$ cat config.mk
export PLATFORM = sky130hd
export DESIGN_NAME = retry_backoff_scheduler
export DESIGN_NICKNAME = d
export VERILOG_FILES = /design/src/rtl/rbs_pkg.sv /design/src/rtl/rbs_csr.sv /design/src/rtl/rbs_engine.sv /design/src/rtl/retry_backoff_scheduler.sv
export SDC_FILE = /design/constraint.sdc
export NUM_CORES = 1
export LEC_CHECK = 0
export BUFFER_PORTS_ARGS = -buffer_cell sky130_fd_sc_hd__clkbuf_2
export CORE_ASPECT_RATIO = 0.6
export CORE_UTILIZATION = 35
export DETAILED_ROUTE_END_ITERATION = 7
export GPL_TIMING_DRIVEN = 0
export SLEW_MARGIN = 20
export SYNTH_ARGS = -nofsm -noshare
export SYNTH_HDL_FRONTEND = slang
export SYNTH_HIERARCHICAL = 1
export SYNTH_SLANG_ARGS = --single-unit
$ cat constraint.sdc
create_clock -name clock -period 14.5 [get_ports clock]
set_clock_uncertainty 0.15 [all_clocks]
set_input_delay 2.175 -clock clock [delete_from_list [all_inputs] [get_ports clock]]
set_output_delay 2.175 -clock clock [all_outputs]
set_load 0.01 [all_outputs]
$ cat src/rtl/rbs_pkg.sv
// Package for the retry back-off scheduler: widths, event and register codes,
// and the structs passed between the scheduler modules. No dependencies.
package rbs_pkg;

   localparam int TIME_W      = 32;
   localparam int DELAY_W     = 31;
   localparam int FAIL_W      = 3;
   localparam int KIND_W      = 3;
   localparam int CSR_IDX_W   = 3;
   localparam int NUM_BACKOFF = 4;
   localparam int BO_IDX_W    = 2;
   localparam int REQ_W       = 40;
   localparam int RSP_W       = 72;

   typedef logic [DELAY_W-1:0] delay_type;
   typedef logic [TIME_W-1:0]  stamp_type;

   typedef enum logic [KIND_W-1:0] {
      KIND_POLL      = 3'd0,
      KIND_MARK      = 3'd1,
      KIND_ATTEMPT   = 3'd2,
      KIND_SUCCESS   = 3'd3,
      KIND_TRANSIENT = 3'd4,
      KIND_NO_SPACE  = 3'd5,
      KIND_REARM     = 3'd6
   } kind_type;

   localparam logic [CSR_IDX_W-1:0] CSR_INIT_DELAY = 3'd0;
   localparam logic [CSR_IDX_W-1:0] CSR_BACKOFF_0  = 3'd1;
   localparam logic [CSR_IDX_W-1:0] CSR_BACKOFF_1  = 3'd2;
   localparam logic [CSR_IDX_W-1:0] CSR_BACKOFF_2  = 3'd3;
   localparam logic [CSR_IDX_W-1:0] CSR_BACKOFF_3  = 3'd4;

   typedef struct packed {
      delay_type                   init_delay;
      delay_type [NUM_BACKOFF-1:0] backoff;
   } cfg_type;

   typedef struct packed {
      stamp_type         last_attempt;
      stamp_type         due_time;
      logic [FAIL_W-1:0] failures;
      logic              blocked;
      logic              pending;
      logic              attempt_due;
   } status_type;

endpackage

$ cat src/rtl/rbs_csr.sv
// Configuration registers of the retry back-off scheduler: initial delay and
// the back-off table. Depends on rbs_pkg.
module rbs_csr (
   input  logic                            clock,
   input  logic                            reset,
   input  logic                            csr_we,
   input  logic [rbs_pkg::CSR_IDX_W-1:0]   csr_index,
   input  logic [rbs_pkg::DELAY_W-1:0]     csr_wdata,
   output rbs_pkg::cfg_type                cfg
);
   import rbs_pkg::*;

   cfg_type cfg_ff;
   cfg_type cfg_in;

   always_comb begin
      cfg_in = cfg_ff;
      if (csr_we) begin
         unique case (csr_index)
            CSR_INIT_DELAY: cfg_in.init_delay = csr_wdata;
            CSR_BACKOFF_0:  cfg_in.backoff[0] = csr_wdata;
            CSR_BACKOFF_1:  cfg_in.backoff[1] = csr_wdata;
            CSR_BACKOFF_2:  cfg_in.backoff[2] = csr_wdata;
            CSR_BACKOFF_3:  cfg_in.backoff[3] = csr_wdata;
            default:        cfg_in = cfg_ff;
         endcase
      end
   end

   always_ff @(posedge clock) begin
      if (reset) begin
         cfg_ff <= '0;
      end else begin
         cfg_ff <= cfg_in;
      end
   end

   assign cfg = cfg_ff;

endmodule

$ cat src/rtl/rbs_engine.sv
// Scheduler state and its per-event update: pending, blocked, failure count,
// due time and last attempt time. Depends on rbs_pkg.
module rbs_engine #(
   parameter int DELAY_STEPS = 4
) (
   input  logic                         clock,
   input  logic                         reset,
   input  logic                         step,
   input  logic [rbs_pkg::KIND_W-1:0]   kind,
   input  logic [rbs_pkg::TIME_W-1:0]   now,
   input  rbs_pkg::cfg_type             cfg,
   output rbs_pkg::status_type          status
);
   import rbs_pkg::*;

   localparam logic [FAIL_W-1:0] FAIL_MAX = FAIL_W'(DELAY_STEPS);

   logic              pending_ff, pending_in;
   logic              blocked_ff, blocked_in;
   logic [FAIL_W-1:0] fail_ff, fail_in;
   stamp_type         due_ff, due_in;
   stamp_type         attempt_ff, attempt_in;

   stamp_type         candidate;
   stamp_type         since_due;
   stamp_type         until_due;
   logic              reached_old;
   logic              pull_in;
   logic [FAIL_W-1:0] fail_inc;
   logic [FAIL_W-1:0] fail_idx;
   delay_type         bo_delay;
   logic              reached_new;

   assign candidate   = now + {1'b0, cfg.init_delay};
   assign since_due   = now - due_ff;
   assign until_due   = due_ff - now;
   assign reached_old = !since_due[TIME_W-1];
   assign pull_in     = reached_old || ({1'b0, cfg.init_delay} < until_due);
   assign fail_inc    = (fail_ff < FAIL_MAX) ? fail_ff + 1'b1 : fail_ff;
   assign fail_idx    = fail_inc - 1'b1;
   assign bo_delay    = cfg.backoff[fail_idx[BO_IDX_W-1:0]];

   // Settle the new due flag per branch: now + d is reached only for d == 0,
   // and a due time of zero is reached while now is in its lower half.
   always_comb begin
      pending_in  = pending_ff;
      blocked_in  = blocked_ff;
      fail_in     = fail_ff;
      due_in      = due_ff;
      attempt_in  = attempt_ff;
      reached_new = reached_old;
      unique case (kind)
         KIND_MARK: begin
            if (!pending_ff) begin
               pending_in  = 1'b1;
               due_in      = candidate;
               reached_new = (cfg.init_delay == '0);
            end else if (!blocked_ff && fail_ff == '0 && pull_in) begin
               due_in      = candidate;
               reached_new = (cfg.init_delay == '0);
            end
         end
         KIND_ATTEMPT: begin
            attempt_in = now;
         end
         KIND_SUCCESS: begin
            pending_in  = 1'b0;
            blocked_in  = 1'b0;
            fail_in     = '0;
            due_in      = '0;
            attempt_in  = '0;
            reached_new = 1'b0;
         end
         KIND_TRANSIENT: begin
            pending_in  = 1'b1;
            fail_in     = fail_inc;
            due_in      = now + {1'b0, bo_delay};
            reached_new = (bo_delay == '0);
         end
         KIND_NO_SPACE: begin
            pending_in  = 1'b1;
            blocked_in  = 1'b1;
            due_in      = '0;
            reached_new = !now[TIME_W-1];
         end
         KIND_REARM: begin
            if (pending_ff && blocked_ff) begin
               blocked_in  = 1'b0;
               fail_in     = '0;
               due_in      = candidate;
               reached_new = (cfg.init_delay == '0);
            end
         end
         default: begin
         end
      endcase
   end

   always_ff @(posedge clock) begin
      if (reset) begin
         pending_ff <= 1'b0;
         blocked_ff <= 1'b0;
         fail_ff    <= '0;
         due_ff     <= '0;
         attempt_ff <= '0;
      end else if (step) begin
         pending_ff <= pending_in;
         blocked_ff <= blocked_in;
         fail_ff    <= fail_in;
         due_ff     <= due_in;
         attempt_ff <= attempt_in;
      end
   end

   assign status.attempt_due  = pending_in && !blocked_in && reached_new;
   assign status.pending      = pending_in;
   assign status.blocked      = blocked_in;
   assign status.failures     = fail_in;
   assign status.due_time     = due_in;
   assign status.last_attempt = attempt_in;

endmodule

$ cat src/rtl/retry_backoff_scheduler.sv
// Retry back-off scheduler top level: input register, scheduler engine,
// configuration registers and result register. Depends on rbs_pkg.
//
// Usage: each transfer on the req_ channel carries an event kind and the
// current millisecond time; the block answers every event with exactly one
// transfer on the rsp_ channel holding the updated status and whether an
// attempt is due now.
// The csr_ port writes the initial delay (index 0) and the four back-off
// delays (indexes 1 to 4); write it only while no event is in
// flight.
// A req_ transfer loads the input register; the engine then passes its result
// into the result register, which drives rsp_tvalid, once that register is free.
// Throughput: one event per cycle while the result is taken; the state update is
// combinational, done in the cycle the event leaves the input register.
// A stall on rsp_tready holds the result and the queued event; req_tready
// drops only when both registers are full and the result is not taken.
// Reset clears the scheduler state, the delay registers and both valid flags.
module retry_backoff_scheduler #(
   parameter int DELAY_STEPS = 4
) (
   input  logic                            clock,
   input  logic                            reset,
   input  logic                            req_tvalid,
   output logic                            req_tready,
   // [2:0] kind, [34:3] now, [39:35] zero
   input  logic [rbs_pkg::REQ_W-1:0]       req_tdata,
   output logic                            rsp_tvalid,
   input  logic                            rsp_tready,
   // [0] attempt_due, [1] pending, [2] blocked_no_space, [5:3] failures,
   // [37:6] due_time, [69:38] last_attempt_time, [71:70] zero
   output logic [rbs_pkg::RSP_W-1:0]       rsp_tdata,
   input  logic                            csr_we,
   input  logic [rbs_pkg::CSR_IDX_W-1:0]   csr_index,
   input  logic [rbs_pkg::DELAY_W-1:0]     csr_wdata
);
   import rbs_pkg::*;

   logic                in_valid_ff, in_valid_in;
   logic [KIND_W-1:0]   in_kind_ff;
   stamp_type           in_now_ff;
   logic                rsp_valid_ff, rsp_valid_in;
   status_type          rsp_ff;
   logic                advance;
   logic                req_take;
   cfg_type             cfg;
   status_type          status;

   assign advance     = in_valid_ff && (!rsp_valid_ff || rsp_tready);
   assign req_tready  = !in_valid_ff || advance;
   assign req_take    = req_tvalid && req_tready;
   assign in_valid_in = req_take || (in_valid_ff && !advance);
   assign rsp_valid_in = advance || (rsp_valid_ff && !rsp_tready);

   always_ff @(posedge clock) begin
      if (reset) begin
         in_valid_ff  <= 1'b0;
         rsp_valid_ff <= 1'b0;
      end else begin
         in_valid_ff  <= in_valid_in;
         rsp_valid_ff <= rsp_valid_in;
      end
   end

   always_ff @(posedge clock) begin
      if (req_take) begin
         in_kind_ff <= req_tdata[KIND_W-1:0];
         in_now_ff  <= req_tdata[KIND_W +: TIME_W];
      end
      if (advance) begin
         rsp_ff <= status;
      end
   end

   rbs_csr u_csr (
      .clock     (clock),
      .reset     (reset),
      .csr_we    (csr_we),
      .csr_index (csr_index),
      .csr_wdata (csr_wdata),
      .cfg       (cfg)
   );

   rbs_engine #(
      .DELAY_STEPS (DELAY_STEPS)
   ) u_engine (
      .clock  (clock),
      .reset  (reset),
      .step   (advance),
      .kind   (in_kind_ff),
      .now    (in_now_ff),
      .cfg    (cfg),
      .status (status)
   );

   assign rsp_tvalid = rsp_valid_ff;
   assign rsp_tdata  = {2'b00, rsp_ff.last_attempt, rsp_ff.due_time, rsp_ff.failures,
                        rsp_ff.blocked, rsp_ff.pending, rsp_ff.attempt_due};

endmodule

; ---- Word level (Yosys, flattened, before mapping)
; Index checks and enable logic that the tools add are counted.
[word_totals]
regBits = 331
input_bits = 79
out_inout_bits = 74
[classes]
n_addsub = 6
magnitude_cmp = 3
n_eq_ne = 10
n_mux = 17
n_reduce_logical = 33
[op_table]
columns = operator, count
row1 = $pmux W32 S4, 1
row2 = $mux W32, 3
row3 = $add A32 B31 Y32, 2
row4 = $pmux W32 S2, 1
row5 = $sub A32 B32 Y32, 2
row6 = $bmux W31 S2, 1
row7 = $logic_not A31 Y1, 2
row8 = $lt A31 B32 Y1, 1
row9 = $mux W31, 1
row10 = $eq A3 B2 Y1 const B, 4
row11 = $eq A3 B3 Y1 const B, 4
row12 = $reduce_and A2 Y1, 5
row13 = $logic_and A1 B1 Y1, 9
row14 = $pmux W3 S3, 1
row15 = $logic_not A1 Y1, 8
row16 = $eq A3 B1 Y1 const B, 2
row17 = $logic_not A3 Y1, 2
row18 = $mux W3, 2
row19 = $logic_or A1 B1 Y1, 5
row20 = $pmux W1 S5, 1
row21 = $mux W1, 4
row22 = $add A3 B1 Y3 const B, 1
row23 = $lt A2 B3 Y1 const B, 1
row24 = $lt A3 B3 Y1 const B, 1
row25 = 5 further kinds, 5

; ---- Longest topological paths before layout
; Gate-level depths: netlist (run 1).
[depth]
ltp_word = 8
ltp_mapped = 26

; ---- Cells and area by module
; Netlist (run 1), hierarchy kept.
[modules_own_cells]
columns = mod, n_inst, cells_per_inst, area_each_um2
row1 = rbs_engine, 1, 1564, 10990.5
row2 = rbs_csr, 1, 541, 6068.3
row3 = retry_backoff_scheduler, 1, 118, 3275.6

; ---- Worst setup path after synthesis (run 1)
; OpenSTA, ideal clock, no wires.
[synth_path]
path_type = register to register
from = reg in_now_ff[4]
to = reg rsp_ff (netlist bit rsp_tdata[23]), data pin
setup_time_ps = 272
arrival_time_ps = 4812
path_slack_ps = 9266
path_stages_with_launch = 23
n_path_buf = 1
synth_period_minus_slack_ps = 5234
path_cell_list = edfxtp_1 > inv_1 > ha_1 > a211o_1 > a221oi_2 > o21a_2 > o21bai_1 > a21o_1 > a21oi_1 > o21ai_0 > xnor2_1 > ha_1 > a21oi_1 > o21ai_1 > a2111oi_4 > o211ai_1 > o31a_1 > o41ai_4 > a211o_2 > nand2b_2 > buf_6 > a222oi_1 > o21ai_1
[synth_rtl]
columns = element, line
row1 = start: declaration, retry_backoff_scheduler.sv:40  ; stamp_type in_now_ff;
row2 = start signal: assignment, retry_backoff_scheduler.sv:67  ; in_now_ff <= req_tdata[KIND_W +: TIME_W];
row3 = end signal: assignment, retry_backoff_scheduler.sv:70  ; rsp_ff <= status;
row4 = end: declaration, retry_backoff_scheduler.sv:42  ; status_type rsp_ff;

==> results of run 1 <==
[worst min-delay path: cells and delay by family, from the launching register on]
kind	cells	cell delay, ns
DFF	1	0.31
AOI/OAI and AO/OA	1	0.05
and+or+nand+nor	1	0.06
[where the power goes]
group	leakage [nW]	total, mW	internal [mW]	switching (mW)
sequential	2.84	1.02	0.995	0.0289
combinational	6.41	0.549	0.188	0.361
clock	0.562	0.938	0.531	0.407
[registers in the layout (all words and copies together) (netlist names)]
signal and flops:
u_csr/cfg 155, in_kind_ff 3, rsp_tvalid 1, u_engine/blocked_ff 1, in_now_ff 32, u_engine/fail_ff 3, rsp_tdata 70, in_valid_ff 1
u_engine/pending_ff 1, u_engine/due_ff 32, u_engine/attempt_ff 32
[Yosys cell counts (all sizes together), types with 19 or more instances]
cell	instances	share of area, %
o31ai	49	1.9
a211oi	64	2.4
nor2	64	1.2
nor3	20	0.52
nand2b	205	6.3
edfxtp	105	16
ha	156	9.6
and2	36	1.1
buf	41	1.1
xnor2	46	2.0
inv	93	1.7
a21oi	174	4.3
o21ai	109	2.7
a21o	35	1.3
mux2i	159	7.8
dfxtp	226	22
clkbuf	77	1.4
xor2	31	1.3
nand2	246	4.5
nor4	19	0.58
a31oi	44	1.4
[final cells by class]
| type | count | area [sq um] |
|---|---|---|
| repair buffers | 146 | 753 |
| clock buffers | 50 | 1010 |
| clock inverters | 15 | 154 |
| multi-input cells | 1681 | 11800 |
| well taps | 770 | 963 |
| plain buffers | 118 | 518 |
| diodes | 5 | 12.5 |
| flip-flops and latches | 331 | 7680 |
| inverters | 94 | 353 |
| fillers | 5747 | 34200 |
[final timing paths]
path | end | slack, ns | cells past startpoint
worst max-delay path | rsp_tdata[26] | 6.32 | 23
worst min-delay path | u_engine/attempt_ff[4] | 0.32 | 2
worst max register to register | rsp_tdata[26] | 6.32 | 23
worst min register to register | u_engine/attempt_ff[4] | 0.32 | 2
[stage by stage]
| stage | cells | hold slack, ns | area [sq um] | utilization (%) | total power [mW] |
|---|---|---|---|---|---|
| finish | 3210 | 0.316 | 23200 | 40.5 | 2.51 |
| global route | 3205 | 0.337 | 23200 | 40.4 | 2.61 |
| CTS | 3205 | 0.315 | 23200 | 40.4 | 2.52 |
| detailed placement | 3140 | 0.305 | 22100 | 38.4 | 1.58 |
| global placement | 3139 | 0.302 | 22000 | 38.4 | 1.56 |
| floorplan | 2224 | 0.296 | 20300 | - | 1.38 |
[cell families (layout without fill, tap and decap cells)]
logic type,after synthesis,after routing
AO/OA/AOI/OAI,610,610
multiplexers,160,160
other,1,7
adder cells (fa/ha/maj),159,159
flip-flops,331,331
XOR/XNOR,77,77
buffers and inverters,212,423
AND/OR/NAND/NOR,673,673
[layer usage]
layer	global-route usage (%)	part of all wire, %
met3	6.01	10
met4	4.92	1.6
met1	37.1	49
met2	33.1	39
met5	0	0
==> impl_metrics.py, run 1 <==
metrics = {
    "outcome": {
        "status": "finished clean",
    },
    "clock_tree": {
        "numCtsBuffers": 36,
        "cts.repair.resized": 0,
        "cts_setup_buffers": 0,
        "cts_hold_buf": 0,
        "worstSkewPairLatency_ns": 0.56,
        "clockBufferDepth": 3,
        "cts_max_level": 2,
        "cts_tree": "yes",
        "root_buffer": "clkbuf_16",
        "clk_transition_reported_paths_ns": 0.06,
        "clock_sinks": 331,
    },
    "sta": {
        "period_needed_ns": 8.18,
        "fmax_mhz": 122,
        "setup_tns_ns": 0,
        "final-setup-viol-count": 0,
        "tightest_slew_ns": 1.10,
        "layout_worst_path_cycle_share_pct": 56.4,
        "rsz0062_at_grt": "false",
        "slew_violations": 0,
        "worst_slack_ns": 6.32,
        "maxSlewHeadroom_pct": 26.4,
        "hold_viol_final": 0,
    },
    "floorplan": {
        "rows": 68,
        "die_w_um": 313,
        "io_pins": 153,
        "dieArea_sq_um": 59100,
        "initial_core_util_pct": 35.4,
        "core_sq_um": 57400,
        "die_h_um": 189,
    },
    "worst_hold_path": {
        "hold_class": "flip-flop to flip-flop",
        "hp-start": "u_engine/attempt_ff[4]",
    },
    "critical_path": {
        "worst_ep_arrival_time_ns": 8.28,
        "endpoint_kind": "flip-flop",
        "critPathBufInv": 3,
        "cp_max_fo": 10,
        "path_class": "flip-flop to flip-flop",
        "max_stage_delay_ns": 0.81,
        "required_ns": 14.60,
        "cpLargestDelayFamily": "compound AO/OA/AOI/OAI gates",
        "slowest_stage": "a2111oi_1",
        "path_cells": "inv_1, fa_1, a21o_1, a21oi_1, nand2b_1, a211oi_1, a32oi_1, o21ai_1, o41ai_2, o31ai_1, o41ai_1, xor2_1, ha_1, nand4_1, a2111oi_1, o31a_1, o41ai_4, a21oi_1, nand2_1, buf_2, buf_2, a211oi_1, o22ai_1",
        "critPathLaunch": "in_now_ff[1]",
        "crit_path_start_kind": "flip-flop",
        "timing.rr.start": "in_now_ff[1]",
    },
    "logic_synthesis": {
        "synth-simple-area-share_pct": 17.1,
        "yosysWarnings": 6,
        "synth_edf_count": 105,
        "synth-main-ff-cell": "dfxtp_1",
        "syn_area_sq_um": 20300,
        "synth_area_per_cell_sq_um": 9.15,
        "ys_seq_area_share_pct": 37.8,
        "synth_top_family_by_area": "compound AO/OA/AOI/OAI gates",
        "synthAdderAreaFrac_pct": 9.89,
        "synth_xor_area_share_pct": 3.32,
        "async_flop_share_pct": 0,
        "synth-compound-area-share_pct": 19.8,
        "synth_cells": 2223,
        "synth_mux_area_share_pct": 7.88,
        "synthDistinctLibCells": 91,
        "synth-seq-cells": 331,
    },
    "drt": {
        "wire_per_inst_um": 22.7,
        "vias": 18033,
        "drt-pass1-iter-count": 5,
        "ant_nets": 0,
        "routed_via_density": 5.62,
        "routed_wl_um": 72800,
        "drc": 0,
        "drt_iter0_markers": 1856,
    },
    "place": {
        "place_hpwl_um": 58500,
        "place_ws_ns": 6.72,
        "place_congestion": 0.945,
        "io_buffers": 145,
    },
    "job": {
        "max_cap_viol_count": 0,
    },
    "grt": {
        "antenna_found_initial": 1,
        "grt_pass1_wl_um": 107000,
        "grt_pass1_vias": 17120,
        "grt_start_max_net_pins": 54,
        "grt_use_total_pct": 24.1,
        "grt_overflow_total": 0,
    },
    "power_and_ir_drop": {
        "pwr_density_cell_nw_per_um2": 108,
        "p_leak_nw": 9.81,
        "ir_drop_mv": 0.0819,
    },
    "cells_and_area": {
        "drive_gt1_share_pct": 10.8,
        "final_nets": 2646,
        "final_common_cell": "nand2_1",
        "layout_common_cells": "nand2_1 (246), dfxtp_1 (226), nand2b_1 (204)",
        "area_growth_pct": 14.3,
    },
}
No activity file was read; power rests on OpenSTA's default activity.
==> run 2, diff against run 1 <==
Clock period 14.5 ns to 8.15 ns, I/O delays scaled along.
==> impl_metrics.py, run 2 (synthesized netlist as in run 1, its figures left out) <==
metrics = {
    "cells_and_area": {
        "area_growth_pct": 14.3,
        "multi_input_area_sq_um": 11800,
        "drive_gt1_share_pct": 10.9,
        "stdcell_area_sq_um": 23200,
        "final_common_cell": "nand2_1",
        "layout_common_cells": "nand2_1 (246), dfxtp_1 (226), nand2b_1 (204)",
        "largest_register_ff_count": 155,
        "final_nets": 2646,
        "regArea_sq_um": 7680,
        "fillCellCount": 5750,
        "instances_no_fill": 3207,
        "fin_util_pct": 40.5,
    },
    "place": {
        "place_area_sq_um": 22100,
        "place_hpwl_um": 58500,
        "dpl.cell_count": 3140,
        "place_congestion": 0.945,
        "io_buffers": 145,
    },
    "floorplan": {
        "dieArea_sq_um": 59100,
        "rows": 68,
        "die_h_um": 189,
        "die_w_um": 313,
        "core_sq_um": 57400,
        "initial_core_util_pct": 35.4,
        "io_pins": 153,
    },
    "drt": {
        "ant_nets": 0,
        "drt_iter0_markers": 1907,
        "routed_wl_um": 72800,
        "routed_via_density": 5.64,
        "drt-pass1-iter-count": 5,
        "vias": 18075,
        "wire_per_inst_um": 22.7,
        "drc": 0,
    },
    "critical_path": {
        "path_class": "flip-flop to flip-flop",
        "cpLargestDelayFamily": "compound AO/OA/AOI/OAI gates",
        "max_stage_delay_ns": 0.56,
        "worstRegToRegCells": 23,
        "endpoint_kind": "flip-flop",
        "path_cells": "inv_1, fa_1, a21o_1, a21oi_1, nand2b_1, a211oi_1, a32oi_2, o21ai_1, o41ai_2, o31ai_1, o41ai_1, xor2_1, ha_1, nand4_1, a2111oi_2, o31a_1, o41ai_4, a21oi_1, nand2_1, buf_2, buf_2, a211oi_1, o22ai_1",
        "critPathBufInv": 3,
        "crit_path_start_kind": "flip-flop",
        "required_ns": 8.25,
        "cp_max_fo": 10,
        "timing.rr.start": "in_now_ff[1]",
        "slowest_stage": "a2111oi_2",
        "timing.rr.end": "rsp_tdata[26]",
        "reg2reg_slack_ns": 0.37,
        "worst_ep_arrival_time_ns": 7.88,
    },
    "power_and_ir_drop": {
        "ir_drop_mv": 0.146,
        "pwr_density_cell_nw_per_um2": 192,
        "p_leak_nw": 9.82,
    },
    "clock_tree": {
        "cts.repair.resized": 0,
        "clk_transition_reported_paths_ns": 0.06,
        "cts_hold_buf": 0,
        "cts_max_level": 2,
        "cts_tree": "yes",
        "worstSkewPairLatency_ns": 0.56,
        "numCtsBuffers": 36,
        "clockBufferDepth": 3,
        "root_buffer": "clkbuf_16",
        "cts_setup_buffers": 0,
        "clock_sinks": 331,
    },
    "sta": {
        "tightest_slew_ns": 1.08,
        "final-setup-viol-count": 0,
        "setup_tns_ns": 0,
        "rsz0062_at_grt": "false",
        "period_needed_ns": 7.78,
        "maxSlewHeadroom_pct": 27.7,
        "layout_worst_path_cycle_share_pct": 95.4,
        "fmax_mhz": 129,
        "hold_viol_final": 0,
        "slew_violations": 0,
    },
    "worst_hold_path": {
        "hold_end": "u_engine/attempt_ff[4]",
        "min_path_cells": 2,
        "hp-start": "u_engine/attempt_ff[4]",
        "hold_class": "flip-flop to flip-flop",
    },
    "job": {
        "max_cap_viol_count": 0,
    },
    "grt": {
        "grt_use_total_pct": 24.1,
        "grt_pass1_vias": 17120,
        "grt_overflow_total": 0,
        "grt_start_max_net_pins": 54,
        "antenna_found_initial": 1,
        "grt_pass1_wl_um": 107000,
    },
    "outcome": {
        "status": "finished clean",
    },
}
run 2: metal layers:
| metal | wire (um) | global-route usage, % | up-vias |
|---|---|---|---|
| li1 | - | - | 8445 |
| met1 | 36400 | 37.1 | 8814 |
| met2 | 28500 | 33.1 | 737 |
| met3 | 6710 | 6.01 | 79 |
| met4 | 1170 | 4.92 | 0 |
| met5 | 0 | 0 | - |
run 2: report_power, final:
group	switching, mW	internal (mW)
sequential	0.0513	1.77
clock	0.722	0.944
combinational	0.644	0.335
total	1.42	3.05
run 2: worst max path at each step:
stage,endpoint,start,cells past startpoint,slack [ns]
2_1_floorplan,rsp_tdata[23],in_now_ff[4],22,2.92
3_3_place_gp,rsp_tdata[19],in_now_ff[1],23,0.08
3_5_place_dp,rsp_tdata[26],in_now_ff[1],23,0.37
4_1_cts,rsp_tdata[26],in_now_ff[1],23,0.32
5_1_grt,rsp_tdata[26],in_now_ff[1],23,0.16
6_report,rsp_tdata[26],in_now_ff[1],23,0.37
run 2: cell type report:
cell class,instances,share of cell area (%)
sequential,331,33.0
tap,770,4.14
buffer,118,2.23
timing repair buffer,146,3.24
antenna,2,0.0215
clock buffer,50,4.36
clock inverter,15,0.662
multi-input combinational,1681,50.8
inverter,94,1.52
run 2: stage by stage:
step           power [mW]  worst slack, ns  hold slack (ns)
6_report             4.47            0.371            0.318
5_1_grt              4.65            0.161            0.337
4_1_cts              4.48            0.319            0.315
3_5_place_dp         2.80            0.367            0.305
3_3_place_gp         2.78           0.0759            0.302
2_1_floorplan        2.46             2.92            0.296
run 2: tightest hold or removal path, stage by stage (launching register included):
cell     delay (ns)
dfxtp_1        0.31
nand2_1        0.06
a21oi_1        0.05
